File: config.mk
export PLATFORM = sky130hd
export DESIGN_NAME = dbcd_ctrl
export DESIGN_NICKNAME = d
export VERILOG_FILES = /design/src/hw/rtl/dark_border_crop_detector_top_assert.svh /design/src/hw/rtl/dbcd_pkg.sv /design/src/hw/rtl/dbcd_ctrl.sv
export SDC_FILE = /design/constraint.sdc
export NUM_CORES = 1
export LEC_CHECK = 0
export ABC_AREA = 0
export BUFFER_PORTS_ARGS = -buffer_cell sky130_fd_sc_hd__buf_2
export CORE_AREA = 2 2 39 41
export DETAILED_ROUTE_END_ITERATION = 8
export DIE_AREA = 0 0 41 43
export PLACE_DENSITY = 0.42
export SKIP_LAST_GASP = 1
export SYNTH_ARGS = -nofsm -noshare
export SYNTH_HDL_FRONTEND = slang
export SYNTH_SLANG_ARGS = --single-unit
File: constraint.sdc
create_clock -name clk -period 1.07 [get_ports clk]
set_input_delay 0.0535 -clock clk [delete_from_list [all_inputs] [get_ports clk]]
set_output_delay 0.0535 -clock clk [all_outputs]
set_load 0.1 [all_outputs]
File: src/hw/rtl/dark_border_crop_detector_top_assert.svh
// Assertion macros for the dark border crop detector top level.
// Expects signals named clk and arst_n in the including scope.
`ifndef DARK_BORDER_CROP_DETECTOR_TOP_ASSERT_SVH
`define DARK_BORDER_CROP_DETECTOR_TOP_ASSERT_SVH

// Same-cycle implication, disabled during reset.
`define DBCD_ASSERT_NOW(lbl, ante, cons) \
	lbl: assert property (@(posedge clk) disable iff (!arst_n) (ante) |-> (cons)) \
		else $error("dbcd assertion failed");

// Next-cycle implication, disabled during reset.
`define DBCD_ASSERT_NEXT(lbl, ante, cons) \
	lbl: assert property (@(posedge clk) disable iff (!arst_n) (ante) |=> (cons)) \
		else $error("dbcd assertion failed");

`endif

File: src/hw/rtl/dbcd_pkg.sv
// Shared types, constants and helper functions for the dark border crop detector.
// No dependencies.
package dbcd_pkg;

	localparam int MAX_WIDTH = 4096;
	localparam int MAX_HEIGHT = 4096;
	localparam int FIELD_W = 13;
	localparam int ADDR_W = $clog2(MAX_WIDTH);
	localparam int ROW_W = $clog2(MAX_HEIGHT);
	localparam int PIX_W = 8;
	localparam int PCT_W = 7;
	localparam int PROD_W = 20;
	localparam int PCT_SCALE = 100;
	localparam int CFG_IDX_W = 3;
	localparam int OUT_DATA_W = ((6 * FIELD_W + 7) / 8) * 8;

	typedef enum logic [CFG_IDX_W-1:0] {
		REG_DARK_THRESHOLD = 3'd0,
		REG_FRAME_WIDTH    = 3'd1,
		REG_FRAME_HEIGHT   = 3'd2,
		REG_TOP_PERCENT    = 3'd3,
		REG_BOTTOM_PERCENT = 3'd4,
		REG_SIDE_PERCENT   = 3'd5
	} cfg_reg_t;

	typedef struct packed {
		logic [PIX_W-1:0]   dark_threshold;
		logic [FIELD_W-1:0] eff_width;
		logic [FIELD_W-1:0] eff_height;
		logic [PCT_W-1:0]   top_percent;
		logic [PCT_W-1:0]   bottom_percent;
		logic [PCT_W-1:0]   side_percent;
	} cfg_t;

	typedef enum logic [2:0] {
		ST_IDLE,
		ST_PIX_UPD,
		ST_ROW_MUL,
		ST_ROW_CMP,
		ST_SCAN_MUL,
		ST_SCAN,
		ST_SCAN_DRAIN,
		ST_OUT
	} state_t;

	typedef struct packed {
		logic pix_capture;
		logic pix_update;
		logic row_mul;
		logic row_cmp;
		logic scan_start;
		logic scan_issue;
		logic out_load;
		logic frame_restart;
	} dp_cmd_t;

	typedef struct packed {
		logic col_last;
		logic row_last;
		logic scan_last;
		logic out_room;
	} dp_stat_t;

	function automatic logic [FIELD_W-1:0] clamp_width(input logic [FIELD_W-1:0] v);
		logic [FIELD_W-1:0] r;
		if (v == '0) begin
			r = FIELD_W'(1);
		end else if (v > FIELD_W'(MAX_WIDTH)) begin
			r = FIELD_W'(MAX_WIDTH);
		end else begin
			r = v;
		end
		return r;
	endfunction

	function automatic logic [FIELD_W-1:0] clamp_height(input logic [FIELD_W-1:0] v);
		logic [FIELD_W-1:0] r;
		if (v == '0) begin
			r = FIELD_W'(1);
		end else if (v > FIELD_W'(MAX_HEIGHT)) begin
			r = FIELD_W'(MAX_HEIGHT);
		end else begin
			r = v;
		end
		return r;
	endfunction

endpackage

File: src/hw/rtl/dbcd_ctrl.sv
// Controller state machine sequencing pixel, row, scan and output steps.
// Depends on dbcd_pkg.
module dbcd_ctrl
	import dbcd_pkg::*;
(
	input  logic     clk,
	input  logic     arst_n,
	input  logic     s_tvalid,
	output logic     s_tready,
	input  dp_stat_t stat,
	output dp_cmd_t  cmd
);

	state_t state_q;
	state_t state_d;

	always_ff @(posedge clk or negedge arst_n) begin
		if (!arst_n) begin
			state_q <= ST_IDLE;
		end else begin
			state_q <= state_d;
		end
	end

	always_comb begin
		state_d = state_q;
		unique case (state_q)
			ST_IDLE: begin
				if (s_tvalid) state_d = ST_PIX_UPD;
			end
			ST_PIX_UPD: begin
				state_d = stat.col_last ? ST_ROW_MUL : ST_IDLE;
			end
			ST_ROW_MUL: state_d = ST_ROW_CMP;
			ST_ROW_CMP: begin
				state_d = stat.row_last ? ST_SCAN_MUL : ST_IDLE;
			end
			ST_SCAN_MUL: state_d = ST_SCAN;
			ST_SCAN: begin
				if (stat.scan_last) state_d = ST_SCAN_DRAIN;
			end
			ST_SCAN_DRAIN: state_d = ST_OUT;
			ST_OUT: begin
				if (stat.out_room) state_d = ST_IDLE;
			end
			default: state_d = ST_IDLE;
		endcase
	end

	always_comb begin
		cmd = '0;
		s_tready = 1'b0;
		unique case (state_q)
			ST_IDLE: begin
				s_tready = 1'b1;
				cmd.pix_capture = s_tvalid;
			end
			ST_PIX_UPD:  cmd.pix_update = 1'b1;
			ST_ROW_MUL:  cmd.row_mul = 1'b1;
			ST_ROW_CMP:  cmd.row_cmp = 1'b1;
			ST_SCAN_MUL: cmd.scan_start = 1'b1;
			ST_SCAN:     cmd.scan_issue = 1'b1;
			ST_SCAN_DRAIN: begin
			end
			ST_OUT: begin
				cmd.out_load = stat.out_room;
				cmd.frame_restart = stat.out_room;
			end
			default: begin
			end
		endcase
	end

endmodule

==> run metrics, run 1 <==
run status finished with violations; violated checks setup timing; Final Slew Violations 0; placed inst area about 560 um^2; worst path bufs/invs 2; CP max FO 8; number of global-route vias before repair roughly 330; core footprint 1384 um^2; # clock sinks 3; critical path depth 3; FF-to-FF End state_q[1]; IO Port Bufs 15; GRT Resource Usage Total between 10% and 20%; clock-pin slew on the worst setup and hold paths about 0.04 ns; Area Growth Syn to Fin 140.9%; initial antenna violation count 0; post-synthesis cell type count 17; H-tree levels 1; CP required 1.02 ns; Most flops, register state_q; Starting Density 20.34%; die height 43 um; total global routing overflow 0; first-pass GRT wire length approximately 1300 um; DRT Wirelength slightly above 800 um; FILL cells approximately 130; Worst-Skew Late Latency between 0.2 and 0.25 ns; # setup viols final 11; Mapped Nets 34; FMAX around 750 MHz; worst-case reg-to-reg path depth 5; Slew @ Worst Pin roughly 0.23 ns; synthesized netlist cell count 27; drt pass-1 iters 3; DRC 0; minimum clock period 1.339 ns; Max Clock Skew approximately 0.0015 ns; CP Cell Sequence buf_4 -> nor3b_4 -> buf_12; Slew headroom a little over four fifths; Syn Std Cell Area between 200 and 300 um^2; slack of the worst reg-to-reg path -0.14 ns; Routed Antenna Nets 0; flip-flop and latch count after synthesis 3; post-route setup slack -0.2687 ns; Placed Instances 63; Crit. End Element output port; DR vias 328; die area roughly 1800 um^2; Rows 14; Min-Delay Path Class input port to flop; critical path class flop to output port; post-route cell area just under 700 um^2; fin util roughly half; Fin. Hold Viols 0; sequential element share of the synthesized area a little over a quarter; Reg-to-Reg Start state_q[1]; yosys warns 0; Longest Clk Path Bufs 2; ANT cells 0; CP startpoint state_q[1]; Setup crit end cmd[6]; period utilization 125.1%; CTS tree yes; Avg WL per Cell around 11 um; Num CTS Buffers 3; fraction of layout cells with a size suffix above 1 between 80 and 90%; Finished Layout Cells between 70 and 80; synthesized area per cell 10.43 um^2; Post-DP HPWL slightly above 600 um; Root Driver clkbuf_4; max reg flops 3; Largest stage delay, worst path around 0.48 ns; gpl congestion about 0.78; Worst Setup Start Kind flop; WP data arrival around 1.3 ns; initial DRC count 2; CP max stage cell dfrtp_2; top-level I/O count 16; vias per std cell ~4.6; RSZ-0062 raised after global routing true; Largest regs state_q: 3 flops; Chip Width about 41 um; largest net degree at the start of global routing 9; Min Hold Slack 0.1128 ns; max cap viols 0; delay-heaviest family, CP flip-flops; Nets 64
## worst min-delay path by stage
stage / depth (start not counted) / from / to
final: 3 / stat[2] / state_q[2]
after CTS: 3 / stat[3] / state_q[1]
after global routing: 3 / stat[2] / state_q[2]
after floorplan: 0 / arst_n / state_q[0]
after global placement: 1 / arst_n / state_q[2]
after detailed placement: 1 / arst_n / state_q[0]
## cell type report
type	instances	area (um^2)	share of cell area (%)
Sequential cell	3	78.83	11.62
Clock buffer	4	26.28	3.875
Tap cell	16	20.02	2.952
Timing Repair Buffer	29	329.1	48.52
Inverter	1	6.256	0.9225
Multi-Input combinational cell	19	217.7	32.10
## metal layers
layer,part of all wire (%),vias to the layer above,global-route usage (%)
li1,-,156,-
met3,6.5,5,4.712
met5,0,-,0
met4,4.6,0,12.00
met1,38,154,12.34
met2,50,13,16.56
## per-stage QoR
| stage | setup WS [ns] | setup TNS [ns] |
|---|---|---|
| 3_3_place_gp | -0.08168 | -0.5138 |
| 6_report | -0.2687 | -2.468 |
| 5_1_grt | -0.3091 | -2.934 |
| 2_1_floorplan | -0.8534 | -4.495 |
| 3_5_place_dp | -0.1109 | -0.7419 |
| 4_1_cts | -0.2720 | -2.385 |
## cell families after synthesis
family / synth area share, %
flops: 26.67
compound gates: 8.887
mux: 5.332
simple gates: 47.12
buf+inv: 12.00
## cell usage in the layout, fill, tap and decap left out, types with 2 or more instances in the layout
master,Yosys,final
buf_6,0,3
buf_2,0,6
nor3b_4,0,3
clkbuf_4,0,3
nand4b_1,2,2
and2_4,0,2
buf_12,0,9
buf_4,4,10
nor3_4,1,2
and3_4,0,2
dfrtp_2,0,3
## worst register-to-register path, delay by kind of cell (launching register included)
kind	cells	cell delay, ns
simple gates	2	0.28
flops	1	0.48
buf+inv	3	0.38
## cell usage after synthesis
cell / number / area share [%]
dfrtp_1: 3 / 27
mux2_4: 1 / 5.3
nand4b_1: 2 / 6.2
nand2b_1: 1 / 2.2
o21bai_1: 1 / 2.7
buf_4: 4 / 11
and3_1: 2 / 4.4
a22oi_2: 1 / 4.4
nand4_1: 1 / 2.2
and2_1: 2 / 4.4
o21ai_0: 1 / 1.8
nor3_4: 1 / 5.8
nor3_1: 1 / 1.8
nor3b_2: 3 / 13
inv_2: 1 / 1.3
nand3b_1: 1 / 2.7
nand4bb_1: 1 / 4.0
## repair_timing
action / 4_1_cts / 5_1_grt
pin swaps: 2 / 3
endpoints found under the hold margin: 3 / 0
endpoints found under the setup margin: 11 / 11
gates resized for setup: 10 / 3
buffers inserted: 2 / 2
hold buffers: 1 / 0
Power of run 1 is not shown: default switching activity piles up to over one toggle a cycle in this logic, so the estimate is an artifact.
==> run 2: changes to the inputs <==
- BUFFER_PORTS_ARGS: -buffer_cell sky130_fd_sc_hd__buf_2 -> default
- DONT_BUFFER_PORTS: default -> 1
- PLACE_DENSITY: 0.42 -> 0.33
- clock period: 1.07 -> 1.1 ns (I/O delays scaled with it)
==> run metrics, run 2 (synthesis results as in run 1) <==
first-pass GRT wire length roughly 1300 um; commonest non-fill, non-tap cell in the layout buf_12; Root Driver clkbuf_4; Worst Setup Start Kind flop; clock-pin slew on the worst setup and hold paths 0.04 ns; RSZ-0062 raised after global routing true; setup tns final -1.924 ns; Largest stage delay, worst path between 0.4 and 0.5 ns; ANT cells 0; critical path class flop to output port; CP max FO 6; largest net degree at the start of global routing 7; Crit. End Element output port; Slew @ Worst Pin just under 0.3 ns; Starting Density about a fifth; CTS tree yes; CP Cell Sequence nor3_4 -> and2_4; CP required 1.04 ns; die height 43 um; Rows 14; met1 usage between 10% and 20%; Post-DP HPWL between 500 and 600 um; worst path bufs/invs 0; Num CTS Buffers 3; period utilization 122.4%; Avg WL per Cell around 14 um; Longest Clk Path Bufs 2; Nets 56; violated checks setup timing; GRT Resource Usage Total between 10% and 20%; Min-Delay Path Class input port to flop; minimum clock period 1.346 ns; CP max stage cell dfrtp_2; GRT met2 Usage between 10% and 20%; DR vias a little over 300; delay-heaviest family, CP simple AND/OR/NAND/NOR gates; Largest regs state_q: 3 flops; fin util between 40% and 50%; max cap viols 0; run status finished with violations; max reg flops 3; DRC 0; commonest non-fill, non-tap cells in the layout buf_12, buf_4, buf_6; met3 Track Usage GR 0%; post-route setup slack -0.2459 ns; IO Port Bufs 0; gpl congestion between 0.7 and 0.8; post-route cell area ~650 um^2; Fin. Hold Viols 0; Routed Antenna Nets 0; fraction of layout cells with a size suffix above 1 between 70% and 80%; # setup viols final 9; placed inst area 520.5 um^2; Max Clock Skew roughly 0.0033 ns; Most flops, register state_q; vias per std cell ~4.8; # clock sinks 3; top-level I/O count 16; H-tree levels 1; initial DRC count 5; Chip Width between 40 and 50 um; pre-CTS setup slack -0.01048 ns; Area Growth Syn to Fin 130.2%; drt pass-1 iters 3; initial antenna violation count 0; DRT Wirelength 867 um; die area between 1500 and 2000 um^2; number of global-route vias before repair ~320; Worst-Skew Late Latency around 0.24 ns; total global routing overflow 0; Final Slew Violations 0; WP data arrival 1.29 ns; core footprint between 1000 and 1500 um^2; FMAX 743.0 MHz; Most Used Layer, Global Route met2; Slew headroom slightly above 80%
run 2: area by class of cell:
| class | count | area (um^2) |
|---|---|---|
| sequential | 3 | 78.83 |
| multi-input combinational | 19 | 229.0 |
| clock buffer | 4 | 26.28 |
| fill | 135 | 735.7 |
| timing repair buffer | 21 | 290.3 |
| tap | 16 | 20.02 |
| inverter | 1 | 3.754 |
run 2: repair_timing:
item / 4_1_cts / 5_1_grt
gates resized for setup: 7 / 7
hold buffers: 2 / 0
setup buffers: 2 / 2
endpoints found under the setup margin: 9 / 12
hold endpoints to repair: 4 / 0
pin swaps: 5 / 12
gates cloned: 0 / 0
run 2: final timing paths:
kind,cells after the start,to,start,slack [ns]
worst max register to register,4,state_q[0],state_q[1],0.03
max in group asynchronous,1,state_q[2],arst_n,0.85
worst min-delay path,2,state_q[1],stat[1],0.009
min in group asynchronous,1,state_q[1],arst_n,0.08
worst max-delay path,2,cmd[7],state_q[1],-0.25
worst min register to register,2,state_q[0],state_q[0],0.66
run 2: stage by stage:
stage	std cells	hold slack, ns
after global routing	64	0.04064
after floorplan	27	-0.2406
after global placement	54	-0.2405
final	64	0.009302
after CTS	62	0.01365
after detailed placement	54	-0.2405
run 2: metal layers:
layer,up-vias,part of all wire [%]
met5,-,0
met4,0,0
met2,8,57
li1,140,-
met1,157,40
met3,0,2.5
Power of run 2 is left out for the same reason.
