<file path="src/hw/rtl/dark_border_crop_detector_top_assert.svh">
// Assertion macros for the dark border crop detector top level.
// Expects signals named clk and arst_n in the including scope.
`ifndef DARK_BORDER_CROP_DETECTOR_TOP_ASSERT_SVH
`define DARK_BORDER_CROP_DETECTOR_TOP_ASSERT_SVH

// Same-cycle implication, disabled during reset.
`define DBCD_ASSERT_NOW(lbl, ante, cons) \
	lbl: assert property (@(posedge clk) disable iff (!arst_n) (ante) |-> (cons)) \
		else $error("dbcd assertion failed");

// Next-cycle implication, disabled during reset.
`define DBCD_ASSERT_NEXT(lbl, ante, cons) \
	lbl: assert property (@(posedge clk) disable iff (!arst_n) (ante) |=> (cons)) \
		else $error("dbcd assertion failed");

`endif

</file>
<file path="src/hw/rtl/dbcd_pkg.sv">
// Shared types, constants and helper functions for the dark border crop detector.
// No dependencies.
package dbcd_pkg;

	localparam int MAX_WIDTH = 4096;
	localparam int MAX_HEIGHT = 4096;
	localparam int FIELD_W = 13;
	localparam int ADDR_W = $clog2(MAX_WIDTH);
	localparam int ROW_W = $clog2(MAX_HEIGHT);
	localparam int PIX_W = 8;
	localparam int PCT_W = 7;
	localparam int PROD_W = 20;
	localparam int PCT_SCALE = 100;
	localparam int CFG_IDX_W = 3;
	localparam int OUT_DATA_W = ((6 * FIELD_W + 7) / 8) * 8;

	typedef enum logic [CFG_IDX_W-1:0] {
		REG_DARK_THRESHOLD = 3'd0,
		REG_FRAME_WIDTH    = 3'd1,
		REG_FRAME_HEIGHT   = 3'd2,
		REG_TOP_PERCENT    = 3'd3,
		REG_BOTTOM_PERCENT = 3'd4,
		REG_SIDE_PERCENT   = 3'd5
	} cfg_reg_t;

	typedef struct packed {
		logic [PIX_W-1:0]   dark_threshold;
		logic [FIELD_W-1:0] eff_width;
		logic [FIELD_W-1:0] eff_height;
		logic [PCT_W-1:0]   top_percent;
		logic [PCT_W-1:0]   bottom_percent;
		logic [PCT_W-1:0]   side_percent;
	} cfg_t;

	typedef enum logic [2:0] {
		ST_IDLE,
		ST_PIX_UPD,
		ST_ROW_MUL,
		ST_ROW_CMP,
		ST_SCAN_MUL,
		ST_SCAN,
		ST_SCAN_DRAIN,
		ST_OUT
	} state_t;

	typedef struct packed {
		logic pix_capture;
		logic pix_update;
		logic row_mul;
		logic row_cmp;
		logic scan_start;
		logic scan_issue;
		logic out_load;
		logic frame_restart;
	} dp_cmd_t;

	typedef struct packed {
		logic col_last;
		logic row_last;
		logic scan_last;
		logic out_room;
	} dp_stat_t;

	function automatic logic [FIELD_W-1:0] clamp_width(input logic [FIELD_W-1:0] v);
		logic [FIELD_W-1:0] r;
		if (v == '0) begin
			r = FIELD_W'(1);
		end else if (v > FIELD_W'(MAX_WIDTH)) begin
			r = FIELD_W'(MAX_WIDTH);
		end else begin
			r = v;
		end
		return r;
	endfunction

	function automatic logic [FIELD_W-1:0] clamp_height(input logic [FIELD_W-1:0] v);
		logic [FIELD_W-1:0] r;
		if (v == '0) begin
			r = FIELD_W'(1);
		end else if (v > FIELD_W'(MAX_HEIGHT)) begin
			r = FIELD_W'(MAX_HEIGHT);
		end else begin
			r = v;
		end
		return r;
	endfunction

endpackage

</file>
<file path="src/hw/rtl/dbcd_cfg.sv">
// Configuration register file with size clamping.
// Depends on dbcd_pkg.
module dbcd_cfg
	import dbcd_pkg::*;
(
	input  logic                 clk,
	input  logic                 arst_n,
	input  logic                 cfg_valid,
	output logic                 cfg_ready,
	input  logic [CFG_IDX_W-1:0] cfg_index,
	input  logic [FIELD_W-1:0]   cfg_data,
	output cfg_t                 cfg,
	output logic                 size_wr
);

	logic [PIX_W-1:0]   thr_q;
	logic [FIELD_W-1:0] width_q;
	logic [FIELD_W-1:0] height_q;
	logic [PCT_W-1:0]   top_pct_q;
	logic [PCT_W-1:0]   bot_pct_q;
	logic [PCT_W-1:0]   side_pct_q;
	logic               wr;

	assign cfg_ready = 1'b1;
	assign wr = cfg_valid & cfg_ready;

	always_ff @(posedge clk or negedge arst_n) begin
		if (!arst_n) begin
			thr_q      <= PIX_W'(10);
			width_q    <= FIELD_W'(640);
			height_q   <= FIELD_W'(480);
			top_pct_q  <= PCT_W'(65);
			bot_pct_q  <= PCT_W'(85);
			side_pct_q <= PCT_W'(80);
		end else if (wr) begin
			unique case (cfg_reg_t'(cfg_index))
				REG_DARK_THRESHOLD: thr_q      <= cfg_data[PIX_W-1:0];
				REG_FRAME_WIDTH:    width_q    <= cfg_data;
				REG_FRAME_HEIGHT:   height_q   <= cfg_data;
				REG_TOP_PERCENT:    top_pct_q  <= cfg_data[PCT_W-1:0];
				REG_BOTTOM_PERCENT: bot_pct_q  <= cfg_data[PCT_W-1:0];
				REG_SIDE_PERCENT:   side_pct_q <= cfg_data[PCT_W-1:0];
				default: begin
				end
			endcase
		end
	end

	always_comb begin
		size_wr = 1'b0;
		if (wr) begin
			unique case (cfg_reg_t'(cfg_index))
				REG_FRAME_WIDTH, REG_FRAME_HEIGHT: size_wr = 1'b1;
				default:                           size_wr = 1'b0;
			endcase
		end
	end

	assign cfg.dark_threshold = thr_q;
	assign cfg.eff_width      = clamp_width(width_q);
	assign cfg.eff_height     = clamp_height(height_q);
	assign cfg.top_percent    = top_pct_q;
	assign cfg.bottom_percent = bot_pct_q;
	assign cfg.side_percent   = side_pct_q;

endmodule

</file>
<file path="config.mk">
export PLATFORM = sky130hd
export DESIGN_NAME = dbcd_cfg
export DESIGN_NICKNAME = d
export VERILOG_FILES = /design/src/hw/rtl/dark_border_crop_detector_top_assert.svh /design/src/hw/rtl/dbcd_pkg.sv /design/src/hw/rtl/dbcd_cfg.sv
export SDC_FILE = /design/constraint.sdc
export NUM_CORES = 1
export LEC_CHECK = 0
export BUFFER_PORTS_ARGS = -buffer_cell sky130_fd_sc_hd__clkbuf_2
export CAP_MARGIN = 20
export CORE_MARGIN = 3
export CORE_UTILIZATION = 36
export CTS_CLUSTER_DIAMETER = 100
export DETAILED_ROUTE_END_ITERATION = 8
export HOLD_SLACK_MARGIN = 0.03
export PLACE_DENSITY = 0.71
export SLEW_MARGIN = 20
export SYNTH_ARGS = -nofsm -noshare
export SYNTH_HDL_FRONTEND = slang
export SYNTH_SLANG_ARGS = --single-unit
</file>
<file path="constraint.sdc">
create_clock -name clk -period 1.9 [get_ports clk]
set_clock_uncertainty 0.2 [all_clocks]
set_input_delay 0.285 -clock clk [delete_from_list [all_inputs] [get_ports clk]]
set_output_delay 0.285 -clock clk [all_outputs]
set_load 0.01 [all_outputs]
</file>
==> results of run 1 <==
cells by family (layout without fill, tap and decap cells):
| group | count (synthesis) | after routing | synth area share, % |
|---|---|---|---|
| mux | 55 | 55 | 28.0 |
| other cells | 1 | 1 | 0.153 |
| buf+inv | 13 | 94 | 3.72 |
| simple gates | 35 | 35 | 10.5 |
| flops | 55 | 55 | 56.9 |
| compound gates | 2 | 2 | 0.815 |
cells in the mapped netlist:
library cell | n | area [um2]
dfrtp_1 | 39 | 976
mux2_2 | 37 | 417
nor2b_1 | 22 | 138
mux2_4 | 18 | 270
dfstp_2 | 16 | 420
nor4_1 | 6 | 37.5
buf_6 | 5 | 56.3
clkbuf_1 | 4 | 15.0
a32o_1 | 2 | 20.0
and4bb_1 | 2 | 25.0
inv_1 | 2 | 7.51
nand4b_1 | 2 | 17.5
buf_2 | 1 | 5.00
buf_4 | 1 | 7.51
conb_1 | 1 | 3.75
nor4b_4 | 1 | 23.8
nor4bb_1 | 1 | 10.0
or2_1 | 1 | 6.26
state kept, by name (all words and copies together), names as in the netlist:
signal	flops
thr_q	8
height_q	13
bot_pct_q	7
side_pct_q	7
width_q	13
top_pct_q	7
through the flow:
stage,instance area (um2),hold WS [ps],setup TNS [ps],power (mW)
global placement,2940,109,0,2.61
detailed placement,2940,111,0,2.64
floorplan,2460,-211,0,2.21
CTS,3050,41.5,0,3.26
finish,3100,52.3,0,3.25
global route,3100,38.7,-18.0,3.45
layout make-up:
class	count	area share, %
clock buffer	7	2.47
tap	77	3.11
multi-input combinational	93	32.9
sequential	55	45.1
timing repair buffer	85	16.2
inverter	2	0.243
timing repair:
| action | in CTS | in global routing |
|---|---|---|
| hold buffers | 2 | 0 |
| endpoints found under the setup margin | 1 | 2 |
| pin swaps | 2 | 4 |
| resized for setup | 3 | 8 |
| endpoints found under the hold margin | 40 | 0 |
report_power, final:
group          total, mW  internal (mW)  leakage, nW  switching (mW)
clock              0.598          0.255       0.0383           0.343
sequential          1.68           1.48        0.636           0.198
combinational      0.968          0.536        0.773           0.432
total               3.25           2.28         1.45           0.974
layer usage:
layer  part of all wire (%)  routed length [um]
met4                   0.81                  44
met2                     50                2690
met3                    5.5                 296
met5                      0                   0
met1                     44                2390
path summary, 6_finish.rpt:
kind,from,end,cells after the start
max,height_q[12],cfg[21],3
min,cfg_data[7],height_q[7],2
max reg2reg,height_q[12],height_q[12],2
min reg2reg,thr_q[6],thr_q[6],1
max in group asynchronous,arst_n,side_pct_q[6],3
min in group asynchronous,arst_n,height_q[2],3
==> impl_results.md, run 1 <==
* Routed vias at 1560
* Met3 Use GR at 3.82%
* Num CTS Buffers at 5
* First-iteration detailed-routing DRC count at 33
* Drt total wl at between 5000 and 6000 um
* HP Class: input port to register
* Critical Path AT at ~1400 ps
* Placed insts at 310
* Synth warn at 0
* Final core occ at 47.7%
* DRC viols at 0
* CP bufs+invs at 1
* Post-route ant nets at 0
* Pwr Density at approximately 1000 nW/um2
* Post-DP HPWL at 3950 um
* CTS tree: built
* Met1 Resource Use GR at 18.2%
* DIE AREA at 7850 um2
* GRT met2 Usage at 24.2%
* Area Growth Syn to Fin at 26.0%
* Register Area at about 1400 um2
* Delay-heaviest family, CP: flip-flops
* # diodes at 0
* Fmax at ~540 MHz
* Grt peak-use layer: met2
* Fill cells at 589
* Io pins at 76
* Vias in the first global route at 1587
* Critical-path cell with the highest stage delay: dfrtp_1
* Initial core utilization at approximately 38%
* Layout Nets at 261
* Die X at 88.6 um
* Post-Syn Instances at 161
* Status: finished, final reports clean
* Post-synthesis register bit count at 55
* Port buffer count at 74
* Drt pass-1 iters at 2
* Most frequent cells in the layout: clkbuf_2 (73), dfrtp_1 (39), mux2_2 (37)
* Yosys cell types at 18
* Fraction of layout cells with a size suffix above 1 at 69.4%
* Final std cells w/o fill at 319
* Startpoint Class: register
* Final Cycle Share at between 90% and 100%
* Max Transition Viols Final at 0
* Postcts setup bufs at 0
* CTS Sinks at 55
* Worst-path clk slew at 90 ps
* WL/cell at 17.0 um
* VDD IR-drop max at ~0.00038 V
* Chip Height at 88.6 um
* First-pass GRT wire length at 8310 um
* Critical Path Fanout Max at 2
* R2r setup slk at 690 ps
* RSZ-0062 raised after global routing: true
* GRT overflow at 0
* Vias/cell at 4.89
* Slowest stage delay, CP at 430 ps
* Clk_lat worst skew at 290 ps
* H-tree levels at 2
* Initial antenna violation count at 0
* Most common cell after layout, fill and taps aside: clkbuf_2
* # rows at 29
* Worst-path cell chain: nor4_4, a32o_2, buf_6
* Post-synthesis cell area at 2460 um2
* CP required at 1410 ps
* # Max-Cap Violations at 0
* Gpl congestion at 0.779
* Syn_nets at 180
* Area of the multi-input gates at 1020 um2
* Largest net degree at the start of global routing at 56
* Setup Viol. Count Final at 0
* P_leak at 1.45 nW
* GRT Overall Usage at ~14%
* CTS root buffer: clkbuf_8
* Period minus WS final at 1860 ps
* Syn avg cell area at 15.3 um2
* Setup WS pre-CTS at 195 ps
* Fin. Hold Viols at 0
* Register area share after synthesis at 56.9%
* Setup crit end kind: output pin
* Core ar. at 6490 um2
* Longest Clk Path Bufs at 2
* Kind of critical path: register to output pin
* Final setup margin at ~43 ps
(Power assumes the default switching activity.)
==> run 2, diff against run 1 <==
--- a/config.mk
+++ b/config.mk
@@ -5,6 +5,7 @@
 export SDC_FILE = /design/constraint.sdc
 export NUM_CORES = 1
 export LEC_CHECK = 0
+export ABC_AREA = 1
 export BUFFER_PORTS_ARGS = -buffer_cell sky130_fd_sc_hd__clkbuf_2
 export CAP_MARGIN = 20
 export CORE_MARGIN = 3
@@ -12,7 +13,7 @@
 export CTS_CLUSTER_DIAMETER = 100
 export DETAILED_ROUTE_END_ITERATION = 8
 export HOLD_SLACK_MARGIN = 0.03
-export PLACE_DENSITY = 0.71
+export PLACE_DENSITY = 0.7
 export SLEW_MARGIN = 20
 export SYNTH_ARGS = -nofsm -noshare
 export SYNTH_HDL_FRONTEND = slang
==> run 2 against run 1 <==
  * Setup slack worse by 140 ps
  * The run now ends with setup timing left
  * Critical path depth grew 2
  * Count of clock-buffer cells in the layout decreased by 1
  * First-iteration DRC count rose to 2.7 times the previous value
  * Sequential power is 4% lower
  * Total power increased by 3.3%
  * Largest cell class unchanged
  * Global-route usage is 1.6 points higher
  * Via count rose by 33%
  * Combinational power increased by 9.5%
  * Die area rose by 5.6%
  * Highest routed layer unchanged
==> impl_results.md, run 2 <==
* CTS root buffer: clkbuf_8 (unchanged)
* # diodes at 0 (unchanged)
* Fin. Hold Viols at 0 (unchanged)
* Longest Clk Path Bufs at 2 (unchanged)
* # rows at 30 (was 29)
* Worst-path clk slew at 100 ps (was 90 ps)
* P_leak at 1.74 nW (was 1.45 nW)
* Pwr Density at 1000 nW/um2 (was 1050 nW/um2)
* Most frequent cells in the layout: nand2_1 (71), clkbuf_2 (57), dfrtp_1 (38) (was clkbuf_2 (73), dfrtp_1 (39), mux2_2 (37))
* DRC viols at 0 (unchanged)
* Kind of critical path: register to output pin (unchanged)
* VDD IR-drop max at 0.000500 V (was 0.000377 V)
* Sw frac at 33.7% (was 30.0%)
* Io pins at 76 (unchanged)
* Clock power share at 20.5% (was 18.4%)
* Combinational power share at 31.5% (was 29.8%)
* Setup crit end kind: output pin (unchanged)
* Core ar. at 6910 um2 (was 6490 um2)
* Post-DP HPWL at 4330 um (was 3950 um)
* Critical Path AT at 1510 ps (was 1370 ps)
* CTS tree: built (unchanged)
* Clk_lat worst skew at 300 ps (was 290 ps)
* Most frequent cell after synthesis: nand2_1 (was dfrtp_1)
* CTS Sinks at 55 (unchanged)
* # Max-Cap Violations at 0 (unchanged)
* Placement Cell Area at 3020 um2 (was 2940 um2)
* Critical-path cell with the highest stage delay: dfrtp_1 (unchanged)
* Synth warn at 0 (unchanged)
* Port buffer count at 74 (unchanged)
* Area Growth Syn to Fin at 28.7% (was 26.0%)
* Layout Nets at 383 (was 261)
* CP required at 1410 ps (about the same)
* Final Instance Area at 3350 um2 (was 3100 um2)
* Reg power frac at 48.1% (was 51.8%)
* H-tree levels at 2 (unchanged)
* Primary FF master, synth: dfrtp_1 (unchanged)
* Post-route ant nets at 0 (unchanged)
* Worst-path cell chain: nor2_1, and2_4, nand2_2, a21boi_2, buf_2 (was nor4_4, a32o_2, buf_6)
* Pint at 2.23 mW (was 2.28 mW)
* Slowest stage delay, CP at 400 ps (was 430 ps)
* Final Cycle Share at 105% (was 97.7%)
* Psw at 1.13 mW (was 974 uW)
* Number of flops mapped to enable cells by yosys at 0 (unchanged)
* Gpl congestion at 0.758 (was 0.779)
* RSZ-0062 raised after global routing: true (unchanged)
* Final setup margin at -97.4 ps (was 42.8 ps)
* Yosys top cell by area: dfrtp_1 (unchanged)
* Fmax at 501 MHz (was 538 MHz)
* Vias/cell at 4.50 (was 4.89)
* Chip Height at 91.0 um (was 88.6 um)
* Synth top cells by count: nand2_1 (75), dfrtp_1 (39), o21ai_2 (37) (was dfrtp_1 (39), mux2_2 (37), nor2b_1 (22))
* Startpoint Class: register (unchanged)
* Top post-synthesis cells by area: dfrtp_1 (37%), dfstp_2 (16%), o21ai_2 (12%), nand2_1 (11%), a21boi_0 (4.9%) (was dfrtp_1 (40%), dfstp_2 (17%), mux2_2 (17%), mux2_4 (11%), nor2b_1 (5.6%))
* Largest net degree at the start of global routing at 56 (unchanged)
* Setup Viol. Count Final at 19 (was 0)
* DIE AREA at 8290 um2 (was 7850 um2)
* GRT Overall Usage at 15.8% (was 14.2%)
* Status: complete, but fails checks (was finished, final reports clean)
* Yosys top cell area share at 37.5% (was 39.7%)
* Final std cells w/o fill at 461 (was 319)
* Routed vias at 2074 (was 1560)
* Yosys cell types at 21 (was 18)
* Register area share after synthesis at 53.6% (was 56.9%)
* Syn_nets at 293 (was 180)
* Failing checks: setup timing
* Final core occ at 48.5% (was 47.7%)
* R2r worst-path depth at 2 (unchanged)
* Post-synthesis register bit count at 55 (unchanged)
* Drt total wl at 6270 um (was 5430 um)
* Die X at 91.0 um (was 88.6 um)
* Asr flop ratio synth at 100% (unchanged)
* Critical Path Fanout Max at 5 (was 2)
* Max Transition Viols Final at 0 (unchanged)
* Placed insts at 434 (was 310)
* WL/cell at 13.6 um (was 17.0 um)
* Period minus WS final at 2000 ps (was 1860 ps)
* HP Class: input port to register (unchanged)
* Hold depth at 3 (was 2)
* GRT overflow at 0 (unchanged)
* Post-Syn Instances at 274 (was 161)
* Fraction of layout cells with a size suffix above 1 at 52.1% (was 69.4%)
* Post-synthesis cell area at 2600 um2 (was 2460 um2)
* Initial core utilization at 37.7% (was 37.8%)
* Vias in the first global route at 2075 (was 1587)
* Largest regs: height_q x13, width_q x13, thr_q x8 (unchanged)
* Drt pass-1 iters at 4 (was 2)
* Most common cell after layout, fill and taps aside: nand2_1 (was clkbuf_2)
* Syn avg cell area at 9.50 um2 (was 15.3 um2)
* First-iteration detailed-routing DRC count at 90 (was 33)
* Slew at the pin closest to its max-slew limit at 537 ps
* First-pass GRT wire length at 10500 um (was 8310 um)
* Initial antenna violation count at 0 (unchanged)
* Num CTS Buffers at 5 (unchanged)
* Slew margin rel. at 64.2%
* Fill cells at 710 (was 589)
## run 2: changes by cell type after synthesis, sizes merged, moves of 6 or more
cell / before / now
inv: 2 / 26
mux2: 55 / 0
a21boi: 0 / 17
nand2: 0 / 79
nor2: 0 / 25
o21ai: 0 / 55
nor4: 6 / 0
nor2b: 22 / 0
## run 2: cell type report
| type | count | area [um2] | area share, % |
|---|---|---|---|
| Multi-Input combinational cell | 182 | 1090 | 32.6 |
| Timing Repair Buffer | 94 | 544 | 16.2 |
| Clock buffer | 6 | 82.6 | 2.46 |
| Clock inverter | 2 | 16.3 | 0.485 |
| Tap cell | 96 | 120 | 3.58 |
| Inverter | 26 | 97.6 | 2.91 |
| Sequential cell | 55 | 1400 | 41.7 |
## run 2: cells by family (layout without fill, tap and decap cells)
kind of cell	after synthesis	after routing	synth area share, %
buffers and inverters	39	128	8.07
DFF	55	55	53.6
AOI/OAI and AO/OA	72	72	20.8
other	1	1	0.144
and+or+nand+nor	107	109	17.3
## run 2: final timing paths
path | from | to | slack [ps]
max in group asynchronous | arst_n | side_pct_q[4] | 890
worst min register to register | thr_q[1] | thr_q[1] | 280
worst max register to register | width_q[12] | width_q[12] | 750
worst max-delay path | width_q[3] | cfg[38] | -100
worst min-delay path | cfg_data[11] | height_q[11] | 50
min in group asynchronous | arst_n | bot_pct_q[5] | 300
## run 2: critical path, delay by kind of cell, from the launching register on
family,cells,cell delay (ps)
AOI/OAI and AO/OA,1,170
and+or+nand+nor,3,490
buffers and inverters,1,140
DFF,1,400
## run 2: metrics by stage
stage / total power [mW] / hold WS, ps / TNS (ps) / setup slack (ps)
final: 3.36 / 49.6 / -802 / -97.4
after global routing: 3.60 / 63.1 / -2990 / -205
after CTS: 3.34 / 48.4 / -1170 / -119
after detailed placement: 2.52 / 110 / 0 / 57.2
after global placement: 2.50 / 108 / 0 / 116
after floorplan: 2.15 / -211 / 0 / 320
## run 2: power groups by stage
| stage | combinational [mW] | sequential (mW) | clock (mW) |
|---|---|---|---|
| after global routing | 1.18 | 1.65 | 0.767 |
| final | 1.06 | 1.61 | 0.687 |
| after floorplan | 0.514 | 1.63 | 0 |
| after detailed placement | 0.900 | 1.62 | 0 |
| after CTS | 1.01 | 1.61 | 0.711 |
| after global placement | 0.883 | 1.61 | 0 |
## run 2: repair_timing
item	CTS	global route
cloned	2	0
endpoints found under the setup margin	19	19
pin swaps	6	14
hold buffers	2	0
resized for setup	40	26
endpoints found under the hold margin	40	0
buffers inserted	8	7
## run 2: metal layers
metal	vias up	GRT usage (%)	part of all wire [%]
met1	969	21.3	45
met3	4	4.72	6.8
met2	55	24.8	47
met4	0	4.27	0.81
li1	1046	-	-
met5	-	0	0
==> run 3, diff against run 2 <==
--- a/config.mk
+++ b/config.mk
@@ -9,11 +9,11 @@
 export BUFFER_PORTS_ARGS = -buffer_cell sky130_fd_sc_hd__clkbuf_2
 export CAP_MARGIN = 20
 export CORE_MARGIN = 3
-export CORE_UTILIZATION = 36
+export CORE_UTILIZATION = 30
 export CTS_CLUSTER_DIAMETER = 100
 export DETAILED_ROUTE_END_ITERATION = 8
 export HOLD_SLACK_MARGIN = 0.03
-export PLACE_DENSITY = 0.7
+export PLACE_DENSITY = 0.62
 export SLEW_MARGIN = 20
 export SYNTH_ARGS = -nofsm -noshare
 export SYNTH_HDL_FRONTEND = slang
==> run 3 against run 2 <==
  * The flow still finishes with violations (setup timing)
  * Utilization down 8.8 points
  * Critical path type unchanged
  * Wire length rose by 3.9%
  * Sequential share of layout area is 0.53 points higher
  * Sequential power hardly changed
  * Via count down 1.4%
  * First-iteration DRC count is 12% lower
==> impl_results.md, run 3 (synthesized netlist as in run 2, its figures left out) <==
* Status: complete, but fails checks (unchanged)
* Failing checks: setup timing (unchanged)
* Hold depth at 3 (unchanged)
* Worst-path clk slew at 100 ps (about the same)
* First-pass GRT wire length at 10500 um (about the same)
* RSZ-0062 raised after global routing: true (unchanged)
* Kind of critical path: register to output pin (unchanged)
* CTS tree: built (unchanged)
* Period minus WS final at 1980 ps (was 2000 ps)
* Post-route ant nets at 0 (unchanged)
* Area Growth Syn to Fin at 27.2% (was 28.7%)
* Initial core utilization at 31.2% (was 37.7%)
* Num CTS Buffers at 5 (unchanged)
* R2r worst-path depth at 2 (unchanged)
* CTS Sinks at 55 (unchanged)
* Longest Clk Path Bufs at 2 (unchanged)
* Largest net degree at the start of global routing at 56 (unchanged)
* First-iteration detailed-routing DRC count at 79 (was 90)
* Fmax at 506 MHz (was 501 MHz)
* Fraction of layout cells with a size suffix above 1 at 51.3% (was 52.1%)
* CTS root buffer: clkbuf_8 (unchanged)
* Fin. Hold Viols at 0 (unchanged)
* Gpl congestion at 0.723 (was 0.758)
* Most common cell after layout, fill and taps aside: nand2_1 (unchanged)
* Drt pass-1 iters at 4 (unchanged)
* Vias/cell at 4.41 (was 4.50)
* Vias in the first global route at 1987 (was 2075)
* Setup Viol. Count Final at 19 (unchanged)
* Most frequent cells in the layout: nand2_1 (72), clkbuf_2 (57), o21ai_2 (37), dfrtp_1 (37), inv_1 (24) (was nand2_1 (71), clkbuf_2 (57), dfrtp_1 (38))
* Setup crit end kind: output pin (unchanged)
* Final setup margin at -76.8 ps (was -97.4 ps)
* CP required at 1410 ps (about the same)
* GRT overflow at 0 (unchanged)
* Core ar. at 8340 um2 (was 6910 um2)
* Setup WS pre-CTS at 83.1 ps (was 57.2 ps)
* # Max-Cap Violations at 0 (unchanged)
* Io pins at 76 (unchanged)
* Die X at 99.2 um (was 91.0 um)
* H-tree levels at 2 (unchanged)
* Pwr Density at 995 nW/um2 (was 1000 nW/um2)
* GRT Overall Usage at 13.5% (was 15.8%)
* # rows at 33 (was 30)
* Port buffer count at 74 (unchanged)
* Initial antenna violation count at 0 (unchanged)
* Fill cells at 883 (was 710)
* Final Cycle Share at 104% (was 105%)
* VDD IR-drop max at 0.000489 V (was 0.000500 V)
* R2r setup slk at 850 ps (was 750 ps)
* P_leak at 1.71 nW (was 1.74 nW)
* Drt total wl at 6520 um (was 6270 um)
* Routed vias at 2046 (was 2074)
* Critical Path AT at 1490 ps (was 1510 ps)
* DIE AREA at 9830 um2 (was 8290 um2)
* Layout Nets at 377 (was 383)
* WL/cell at 14.0 um (was 13.6 um)
* # diodes at 0 (unchanged)
* Max Transition Viols Final at 0 (unchanged)
* Critical Path Fanout Max at 5 (unchanged)
* Setup TNS at -723 ps (was -802 ps)
* Startpoint Class: register (unchanged)
* HP Class: input port to register (unchanged)
* DRC viols at 0 (unchanged)
* Clk_lat worst skew at 310 ps (was 300 ps)
* Largest regs: height_q x13, width_q x13, thr_q x8 (unchanged)
* Post-DP HPWL at 4440 um (was 4330 um)
* Chip Height at 99.2 um (was 91.0 um)
* Worst hold slack at 48.4 ps (was 49.6 ps)
==> run 3: worst paths after layout <==
check                              from           end
min                         cfg_data[9]    width_q[9]
min in group asynchronous        arst_n  bot_pct_q[3]
min reg2reg                    thr_q[1]      thr_q[1]
max in group asynchronous        arst_n    width_q[9]
max                         height_q[4]       cfg[22]
max reg2reg                height_q[12]  height_q[12]
==> run 3: metrics by stage <==
step                cell area (um2)  util (%)  std cells  total power [mW]
floorplan                      2600         -        274              2.15
global placement               3030      36.3        443              2.51
detailed placement             3030      36.3        443              2.52
CTS                            3260      39.0        463              3.29
global route                   3310      39.7        464              3.52
finish                         3310      39.7        464              3.30
==> run 3: cell type report <==
| cell class | instances | area [um2] | area share (%) |
|---|---|---|---|
| Multi-Input combinational cell | 182 | 1100 | 33.3 |
| Timing Repair Buffer | 88 | 493 | 14.9 |
| Clock inverter | 3 | 20.0 | 0.604 |
| Inverter | 26 | 97.6 | 2.95 |
| Tap cell | 105 | 131 | 3.97 |
| Sequential cell | 55 | 1400 | 42.2 |
| Clock buffer | 5 | 68.8 | 2.08 |
==> run 3: critical path: stages, from the launching register on <==
cell and delay [ps]:
dfrtp_1 400, nor2_1 100, nand2_1 90, nor2_4 190
nand2_4 110, a21boi_2 150, buf_2 150
==> run 3: what timing repair did <==
action                     4_1_cts  5_1_grt
hold buffers                     2        0
pin swaps                        8        9
buffers inserted                 8        1
setup endpoints to repair       19       19
resized for setup               36       31
hold endpoints to repair        40        0
gates cloned                     2        0
==> run 3: power by group <==
| group | internal, mW | switching (mW) | total [mW] |
|---|---|---|---|
| clock | 0.258 | 0.397 | 0.655 |
| sequential | 1.44 | 0.177 | 1.61 |
| combinational | 0.464 | 0.563 | 1.03 |
==> run 3: per-layer routing <==
| layer | wire length (um) | track usage, % |
|---|---|---|
| met5 | 0 | 0 |
| met3 | 470 | 4.28 |
| met1 | 2980 | 18.2 |
| met4 | 25 | 2.21 |
| met2 | 3040 | 21.7 |
